$ cat config.mk
export PLATFORM = sky130hd
export DESIGN_NAME = rhe_ctrl
export DESIGN_NICKNAME = d
export VERILOG_FILES = /design/src/rtl/rhe_pkg.sv /design/src/rtl/rhe_ctrl.sv
export SDC_FILE = /design/constraint.sdc
export NUM_CORES = 1
export LEC_CHECK = 0
export BUFFER_PORTS_ARGS = -buffer_cell sky130_fd_sc_hd__buf_2
export CAP_MARGIN = 20
export CORE_AREA = 2 2 39 41
export CTS_BUF_LIST = sky130_fd_sc_hd__clkbuf_8
export DETAILED_ROUTE_END_ITERATION = 8
export DIE_AREA = 0 0 41 43
export PLACE_DENSITY = 0.73
export SLEW_MARGIN = 20
export SYNTH_ARGS = -nofsm -noshare
export SYNTH_HDL_FRONTEND = slang
export SYNTH_SLANG_ARGS = --single-unit
export TNS_END_PERCENT = 1
$ cat constraint.sdc
create_clock -name clk -period 2.9 [get_ports clk]
set_clock_uncertainty 0.2 [all_clocks]
set_input_delay 0.29 -clock clk [delete_from_list [all_inputs] [get_ports clk]]
set_output_delay 0.29 -clock clk [all_outputs]
set_load 0.02 [all_outputs]
$ cat src/rtl/rhe_pkg.sv
// Package: shared types, constants and codes for the range histogram engine.
`default_nettype none
package rhe_pkg;

    localparam int MAX_BINS = 256;
    localparam int IDX_W    = $clog2(MAX_BINS);
    localparam int NB_W     = IDX_W + 1;

    // Operation codes.
    localparam logic [1:0] OP_HIT  = 2'd0;
    localparam logic [1:0] OP_READ = 2'd1;
    localparam logic [1:0] OP_NORM = 2'd2;

    // Configuration register indexes.
    localparam logic [1:0] CFG_LOW  = 2'd0;
    localparam logic [1:0] CFG_HIGH = 2'd1;
    localparam logic [1:0] CFG_BINS = 2'd2;

    typedef struct packed {
        logic [1:0]         operation;
        logic signed [31:0] sample;
        logic [15:0]        norm_target;
    } in_beat_t;

    typedef struct packed {
        logic [31:0]        bin_value;
        logic               in_range;
        logic [7:0]         peak_index;
        logic [31:0]        hit_total;
        logic signed [63:0] value_sum;
    } out_beat_t;

    typedef enum logic [3:0] {
        ST_IDLE,
        ST_CLEAR,
        ST_DIV,
        ST_LOOKUP,
        ST_APPLY,
        ST_PEAK,
        ST_SCALE_RD,
        ST_SCALE_DIV,
        ST_SCALE_WR,
        ST_OUT
    } state_t;

    // Controller to datapath commands.
    typedef struct packed {
        logic clr_start;
        logic clr_step;
        logic load;
        logic div_step;
        logic apply;
        logic peak_start;
        logic peak_step;
        logic peak_done;
        logic scale_start;
        logic scale_rd;
        logic sdiv_start;
        logic scale_wr;
        logic result;
    } dp_cmd_t;

    // Datapath to controller status.
    typedef struct packed {
        logic clr_last;
        logic div_done;
        logic peak_last;
        logic peak_zero;
        logic scale_last;
        logic [1:0] op;
    } dp_sts_t;

endpackage
`default_nettype wire

$ cat src/rtl/rhe_ctrl.sv
// Controller state machine for the range histogram engine.
`default_nettype none
module rhe_ctrl (
    input  wire logic            clk,
    input  wire logic            rst_n,
    input  wire logic            in_valid,
    output logic                 in_stall,
    output logic                 out_valid,
    input  wire logic            out_stall,
    output rhe_pkg::dp_cmd_t     cmd,
    input  wire rhe_pkg::dp_sts_t sts
);
    import rhe_pkg::*;

    state_t state_reg, state_next;
    logic   started_reg, started_next;

    // State register.
    always_ff @(posedge clk or negedge rst_n)
    begin
        if (!rst_n)
        begin
            state_reg   <= ST_CLEAR;
            started_reg <= 1'b0;
        end
        else
        begin
            state_reg   <= state_next;
            started_reg <= started_next;
        end
    end

    // Next state and commands.
    always_comb
    begin
        state_next   = state_reg;
        started_next = started_reg;
        cmd          = '0;
        in_stall     = 1'b1;
        out_valid    = 1'b0;
        case (state_reg)
            ST_CLEAR:
            begin
                if (!started_reg)
                begin
                    cmd.clr_start = 1'b1;
                    started_next  = 1'b1;
                end
                else
                begin
                    cmd.clr_step = 1'b1;
                    if (sts.clr_last)
                    begin
                        started_next = 1'b0;
                        state_next   = ST_IDLE;
                    end
                end
            end
            ST_IDLE:
            begin
                in_stall = 1'b0;
                if (in_valid)
                begin
                    cmd.load = 1'b1;
                    state_next = ST_DIV;
                end
            end
            ST_DIV:
            begin
                if (sts.op == OP_NORM)
                begin
                    cmd.peak_start = 1'b1;
                    state_next = ST_PEAK;
                end
                else if (sts.op != OP_HIT && sts.op != OP_READ)
                begin
                    cmd.result = 1'b1;
                    state_next = ST_OUT;
                end
                else
                begin
                    cmd.div_step = 1'b1;
                    if (sts.div_done)
                    begin
                        state_next = ST_LOOKUP;
                    end
                end
            end
            ST_LOOKUP:
            begin
                state_next = ST_APPLY;
            end
            ST_APPLY:
            begin
                cmd.apply  = 1'b1;
                cmd.result = 1'b1;
                state_next = ST_OUT;
            end
            ST_PEAK:
            begin
                cmd.peak_step = 1'b1;
                if (sts.peak_last)
                begin
                    state_next = ST_SCALE_RD;
                end
            end
            ST_SCALE_RD:
            begin
                // Peak registered here; start scaling unless it is zero.
                cmd.peak_done = 1'b1;
                if (sts.peak_zero)
                begin
                    cmd.result = 1'b1;
                    state_next = ST_OUT;
                end
                else
                begin
                    cmd.scale_start = 1'b1;
                    cmd.scale_rd    = 1'b1;
                    state_next = ST_SCALE_DIV;
                end
            end
            ST_SCALE_DIV:
            begin
                if (!started_reg)
                begin
                    cmd.sdiv_start = 1'b1;
                    started_next   = 1'b1;
                end
                else
                begin
                    cmd.div_step = 1'b1;
                    if (sts.div_done)
                    begin
                        started_next = 1'b0;
                        state_next   = ST_SCALE_WR;
                    end
                end
            end
            ST_SCALE_WR:
            begin
                cmd.scale_wr = 1'b1;
                if (sts.scale_last)
                begin
                    cmd.result = 1'b1;
                    state_next = ST_OUT;
                end
                else
                begin
                    cmd.scale_rd = 1'b1;
                    state_next   = ST_SCALE_DIV;
                end
            end
            ST_OUT:
            begin
                out_valid = 1'b1;
                if (!out_stall)
                begin
                    state_next = ST_IDLE;
                end
            end
            default:
            begin
                state_next = ST_IDLE;
            end
        endcase
    end
endmodule
`default_nettype wire

; Word level (Yosys, flattened, before mapping)
; Cells that the tools add are included.
[totals]
out_inout_bits = 15
register_bits = 5
in_bits = 11
[op_classes]
eq_ne = 19
n_reduce_logical = 5
muxes = 43
[ops]
columns = op, n
row1 = 4-bit two-way mux, 12
row2 = 4-bit case mux with 10 select lines, 1
row3 = 1-bit two-way mux, 23
row4 = 4-bit by 3-bit == test with 1-bit output (second input constant), 4
row5 = 2-bit != test (second input constant), 7
row6 = 4-bit by 2-bit == test with 1-bit output (second input constant), 2
row7 = 4-bit == test (second input constant), 2
row8 = 8-bit AND reduction, 1
row9 = 2-bit two-way mux, 3
row10 = 1-bit case mux with 2 select lines, 3
row11 = 4-bit by 1-bit == test with 1-bit output (second input constant), 1
row12 = 4-bit zero test, 1
row13 = 4-bit != test (second input constant), 1
row14 = 1-bit case mux with 4 select lines, 1
row15 = 2-bit nonzero test, 2
row16 = 2-bit == test (second input constant), 1
row17 = 2-bit by 1-bit != test with 1-bit output (second input constant), 1
row18 = 1-bit logical AND, 1

; Logic depth before layout (Yosys ltp)
; Gate-level depths: netlist of run 1.
[logic_depth]
depth_word = 5
depth_mapped = 6

; Worst setup path before layout of run 1
; OpenSTA, ideal clock, no wires.
[synth_path]
path_kind = register to register
startpoint = register state_reg[0]
endpoint = register state_reg[3]
setup_ps = 67
arrival_time_ps = 1783
stages_incl_launch_ff = 5
synth_period_minus_slack_ps = 2049
slack_ps = 851
path_cell_list = dfstp_2 -> buf_2 -> clkbuf_1 -> nor3b_1 -> a22o_1
[synth_between]
elab_chain_cells = 3
word_cells_on_any_way = 20
classes_between = eq/ne: 17 / mux: 1 / reduce/logical: 2
[synth_lines]
columns = item, line
row1 = start: declaration, rhe_ctrl.sv:15  ; state_t state_reg, state_next;
row2 = start signal: assignment, rhe_ctrl.sv:28  ; state_reg <= state_next;
row3 = 4-bit by 2-bit == test with 1-bit output (tied with other cells), rhe_ctrl.sv:41  ; case (state_reg)
row4 = 4-bit != test (no source line) or 2-bit != test (tied branches), --
row5 = 8-bit AND reduction (no source line), --
; Several ways; a longest one is shown, not always the timed one.
; A chain may end at the register's enable or synchronous reset.

==> flow_metrics.tcl, run 1 <==
set metrics [dict create \
    status "finished, final reports clean" \
    worstSkewPairLatency_ps 220 \
    hold_viol_final 0 \
    worstMarginPinSlew_ps 532.0 \
    p_per_area_nw_per_um2 1067 \
    cts_resized 0 \
    grt-busiest-layer "met2" \
    cts_setup_buffers 0 \
    drv_cap 0 \
    root_buffer "clkbuf_8" \
    multi_input_area_um2 416.7 \
    relSlewSlack 0.6453 \
    vias 646 \
    setup_ws_ps 626.6 \
    synth_fp_nets 86 \
    grt_overflow 0 \
    core_area_um2 1384 \
    synth_area_leaders "dfrtp_1 17%, mux2_4 7.8%, nor2_1 6.5%" \
    vias_per_cell 5.617 \
    die_y_um 43 \
    io_pins 26 \
    post-route-util 0.5452 \
    fin_crit_sh 0.7839 \
    antenna_found_initial 0 \
    peakVddDrop_v 0.0004683 \
    hold_class "input pin to flip-flop" \
    hp-start "out_stall" \
    placed_cells 110 \
    synth.cell_area_um2 580.6 \
    cts_buffers 3 \
    nets 111 \
    drive_above_1_share 0.3737 \
    crit_start "state_reg[0]" \
    synth_top_area_cell "dfrtp_1" \
    first_iter_violations 2 \
    ys_seq_elements 5 \
    cts_tree "yes" \
    async_reset_ff_frac 1.000 \
    syn_to_final_growth_pct 29.96 \
    synth_cell_type_count 38 \
    wirelength_um 1493 \
    setup_violations 0 \
    largest_reg_flops 4 \
    critical_path.max_fanout 21 \
    startpoint_type "flip-flop" \
    use_met2 0.3000 \
    critPathRequiredTime_ps 2410 \
    clockBufferDepth 2 \
    gp_congestion 0.7982 \
    seq_area_um2 126.4 \
    fill_cells 149 \
    drv_slew 0 \
    dp_slack_ps 753.6 \
    dieArea_um2 1763 \
    grt_max_degree 22 \
    p_leak_nw 0.4071 \
    place.detailed.hpwl_um 1070 \
    drtPass1Iterations 2 \
    criticalPathCategory "flip-flop to primary output" \
    min_period_ps 2273 \
    drc 0 \
    fmax_mhz 439.9 \
    grtUsageMet1 0.2378 \
    die_w_um 41 \
    mostFrequentLayoutCell "buf_2" \
    clock_sinks 5 \
    start_util 0.4195 \
    crit_path_end_kind "primary output" \
    synth_top_area_frac 0.1724 \
    placement_rows 14 \
    synth-seq-area-share 0.2177 \
    postRouteAntennaNets 0 \
    netlist_instances 75 \
    timing.setup.tns_ps 0 \
    htreeDepth 1 \
    final_cells 115 \
    track_usage 0.1925 \
    min_to "state_reg[3]" \
    final_cell_mix "25 x buf_2, 10 x nor2_1" \
    drt-wirelength-per-cell_um 12.98 \
    timing.rr.end "state_reg[1]" \
    clk_pin_slew_ps 40 \
    met3_usage 0.06806 \
    rsz0062_at_grt "no" \
    yosys_warnings 0 \
    antenna_cells 0 \
    hold_depth 2 \
    synth-edff-count 0 \
    portBuffers 25 \
    grt_pass1_vias 555 \
    reg2reg_from "state_reg[3]" \
    reg2reg_slack_ps 740 \
    grt_pass1_wl_um 2325 \
    critPathArrivalTime_ps 1780 \
    avgSynthCellArea_um2 7.741 \
    synth_flop_cell "dfrtp_1" \
    reg2reg_depth 4 \
]
==> power by group <==
group / total (mW) / leakage (nW) / switching, mW / internal, mW
clock network: 0.128 / 0.0269 / 0.0371 / 0.0910
logic: 0.458 / 0.320 / 0.224 / 0.234
registers: 0.218 / 0.0600 / 0.111 / 0.107
total: 0.805 / 0.407 / 0.372 / 0.433
==> cell families after synthesis <==
| kind of cell | share of synthesized area |
|---|---|
| compound gates | 0.1638 |
| buf+inv | 0.06464 |
| mux | 0.07758 |
| xor+xnor | 0.01509 |
| flops | 0.2177 |
| simple gates | 0.4612 |
==> per-layer routing <==
metal / part of all wire / wire, um
met1: 0.43 / 649
met3: 0.067 / 100
met2: 0.49 / 726
met5: 0 / 0
met4: 0.011 / 17
==> worst max-delay path by stage <==
| stage | slack [ps] | cells past startpoint | end |
|---|---|---|---|
| 3_5_place_dp | 750 | 4 | state_reg[1] |
| 2_1_floorplan | 850 | 4 | state_reg[3] |
| 6_report | 630 | 3 | cmd[11] |
| 4_1_cts | 620 | 3 | cmd[11] |
| 5_1_grt | 520 | 3 | cmd[12] |
| 3_3_place_gp | 790 | 4 | state_reg[1] |
==> synthesized netlist by cell type (3+ instances only) <==
cell type,instances
buf_2,3
clkbuf_1,3
dfrtp_1,4
inv_1,3
mux2_4,3
nand2_1,4
nand2b_1,3
nand3_1,3
nor2_1,10
nor3_1,4
nor4b_1,3
==> worst max-delay path, stage by stage, from the launching register on <==
cell and delay (ps):
dfstp_2 710, or4b_1 550, nor2_1 120, buf_2 170
==> cell type report <==
| cell class | instances | area share |
|---|---|---|
| Tap cell | 16 | 0.02653 |
| Timing Repair Buffer | 26 | 0.1791 |
| Inverter | 3 | 0.01493 |
| Sequential cell | 5 | 0.1675 |
| Clock buffer | 3 | 0.05473 |
| Multi-Input combinational cell | 61 | 0.5522 |
| Clock inverter | 1 | 0.004975 |
==> metrics by stage <==
step | power (mW) | hold WS [ps] | cell area [um^2]
floorplan | 0.5734 | -205.6 | 580.6
detailed placement | 0.6759 | -95.01 | 699.4
global placement | 0.6625 | -95.81 | 699.4
finish | 0.8047 | 118.1 | 754.5
global route | 0.8764 | 121.2 | 754.5
CTS | 0.8112 | 114.4 | 754.5
==> what timing repair did <==
action,4_1_cts,5_1_grt
setup endpoints to repair,0,0
hold buffers,1,0
endpoints found under the hold margin,5,0
No activity file was read; power rests on OpenSTA's default activity.
==> inputs of run 2 (changes only) <==
ABC_AREA = 1   (was default)
PLACE_DENSITY = 0.69   (was 0.73)
clock period = 2.1 ns   (was 2.9 ns; I/O delays follow)
==> flow_metrics.tcl, run 2 <==
set metrics [dict create \
    cts_tree "yes" \
    final_cell_mix "32 x nand2_1, 25 x buf_2, 18 x inv_1" \
    ys_top_cells_by_count "32 x nand2_1, 17 x inv_1, 16 x nor2_1" \
    drtPass1Iterations 4 \
    async_reset_ff_frac 1.000 \
    drive_above_1_share 0.2992 \
    clock_sinks 5 \
    wirelength_um 1374 \
    synth.cell_area_um2 533.0 \
    drt-wirelength-per-cell_um 9.608 \
    syn_to_final_growth_pct 37.56 \
    htreeDepth 1 \
    synth_cell_type_count 17 \
    synthMostInstantiatedCell "nand2_1" \
    netlist_instances 97 \
    min_period_ps 1912 \
    first_iter_violations 14 \
    reg2reg_depth 9 \
    track_usage 0.1877 \
    clk_pin_slew_ps 40 \
    vias 665 \
    reg2reg_slack_ps 550 \
    root_buffer "clkbuf_8" \
    postRouteAntennaNets 0 \
    gp_congestion 0.8211 \
    drv_slew 0 \
    clockBufferDepth 2 \
    crit_start "state_reg[1]" \
    place.detailed.hpwl_um 1101 \
    timing.setup.tns_ps 0 \
    synth_flop_cell "dfrtp_1" \
    start_util 0.3852 \
    cts_resized 0 \
    drc 0 \
    grt_pass1_wl_um 2283 \
    fin_crit_sh 0.9107 \
    drv_cap 0 \
    synth_fp_nets 108 \
    setup_violations 0 \
    die_w_um 41 \
    status "finished, final reports clean" \
    finalPower_mw 0.9791 \
    crit_path_end_kind "primary output" \
    holdWs_ps 62.37 \
    critical_path.max_fanout 6 \
    mostFrequentLayoutCell "nand2_1" \
    critPathArrivalTime_ps 1500 \
    placement_rows 14 \
    rsz0062_at_grt "no" \
    startpoint_type "flip-flop" \
    cts_buffers 3 \
    hold_viol_final 0 \
    worstMarginPinSlew_ps 309.7 \
    antenna_cells 0 \
    die_y_um 43 \
    p_per_area_nw_per_um2 1335 \
    fmax_mhz 522.9 \
    criticalPathCategory "flip-flop to primary output" \
    antenna_found_initial 0 \
    p_leak_nw 0.5167 \
    hold_class "input pin to flip-flop" \
    largest_reg_flops 4 \
    fill_cells 160 \
    synth_top_area_frac 0.2254 \
    worstSkewPairLatency_ps 230 \
    vias_per_cell 4.650 \
    yosys_warnings 0 \
    relSlewSlack 0.7928 \
    grt_pass1_vias 551 \
    io_pins 26 \
    synth-edff-count 0 \
    dieArea_um2 1763 \
    avgSynthCellArea_um2 5.495 \
    reg2reg_from "state_reg[0]" \
    synth_top_area_cell "nand2_1" \
    crit_end "cmd[0]" \
    peakVddDrop_v 0.0005279 \
    ys_seq_elements 5 \
    critPathRequiredTime_ps 1690 \
    timing.rr.end "state_reg[1]" \
    nets 139 \
    grt_max_degree 7 \
    core_area_um2 1384 \
    synth_area_leaders "nand2_1 23%, dfrtp_1 19%, inv_1 12%" \
    portBuffers 25 \
    grt_overflow 0 \
    synth-seq-area-share 0.2371 \
]
[run 2: power breakdown]
part	leakage (nW)	switching (mW)	internal (mW)	total, mW
Sequential	0.0612	0.0517	0.146	0.198
Clock	0.0269	0.0558	0.126	0.182
Combinational	0.429	0.407	0.193	0.600
Total	0.517	0.515	0.465	0.979
[run 2: worst min path at each step]
stage	depth (start not counted)	start	slack [ps]	to
6_report	3	out_stall	60	state_reg[3]
5_1_grt	3	out_stall	80	state_reg[3]
4_1_cts	3	out_stall	60	state_reg[3]
3_5_place_dp	1	rst_n	-170	state_reg[2]
3_3_place_gp	1	rst_n	-170	state_reg[2]
2_1_floorplan	0	rst_n	-290	started_reg
[run 2: metrics by stage]
stage,worst slack (ps),area (um^2),instances,utilization
final,187.6,733.2,143,0.5298
after global routing,70.16,733.2,143,0.5298
after CTS,215.4,733.2,143,0.5298
after detailed placement,454.5,678.2,138,0.4901
after global placement,443.9,678.2,138,0.4901
after floorplan,466.6,533.0,97,-
[run 2: cell type report]
type                    instances  area [um^2]  share of cell area
clock inverters                 1        3.754            0.005119
well taps                      16        20.02             0.02730
flip-flops and latches          5        126.4              0.1724
inverters                      19        71.32             0.09727
clock buffers                   3        41.29             0.05631
repair buffers                 26        135.1              0.1843
multi-input cells              73        335.3              0.4573
[run 2: layer usage]
metal	wire [um]	track usage
met2	639	0.2813
met3	109	0.06283
met5	0	0
met1	625	0.2549
met4	0	0.04000
[run 2: critical path, cell delays in order (launching register included)]
cell and delay [ps]:
dfrtp_1 370, inv_1 70, nor2_1 250, nand2_2 150
o21ai_1 140, inv_1 60, nand3b_1 70, buf_2 160
[run 2: cell families (layout without fill, tap and decap cells)]
family / count (synthesis) / in the layout / synth area share
compound gates: 5 / 5 / 0.04930
buf+inv: 19 / 49 / 0.1338
simple gates: 68 / 68 / 0.5798
flops: 5 / 5 / 0.2371
[run 2: repair_timing]
action                    4_1_cts  5_1_grt
hold endpoints to repair        5        0
setup buffers                   0        0
hold buffers                    1        0
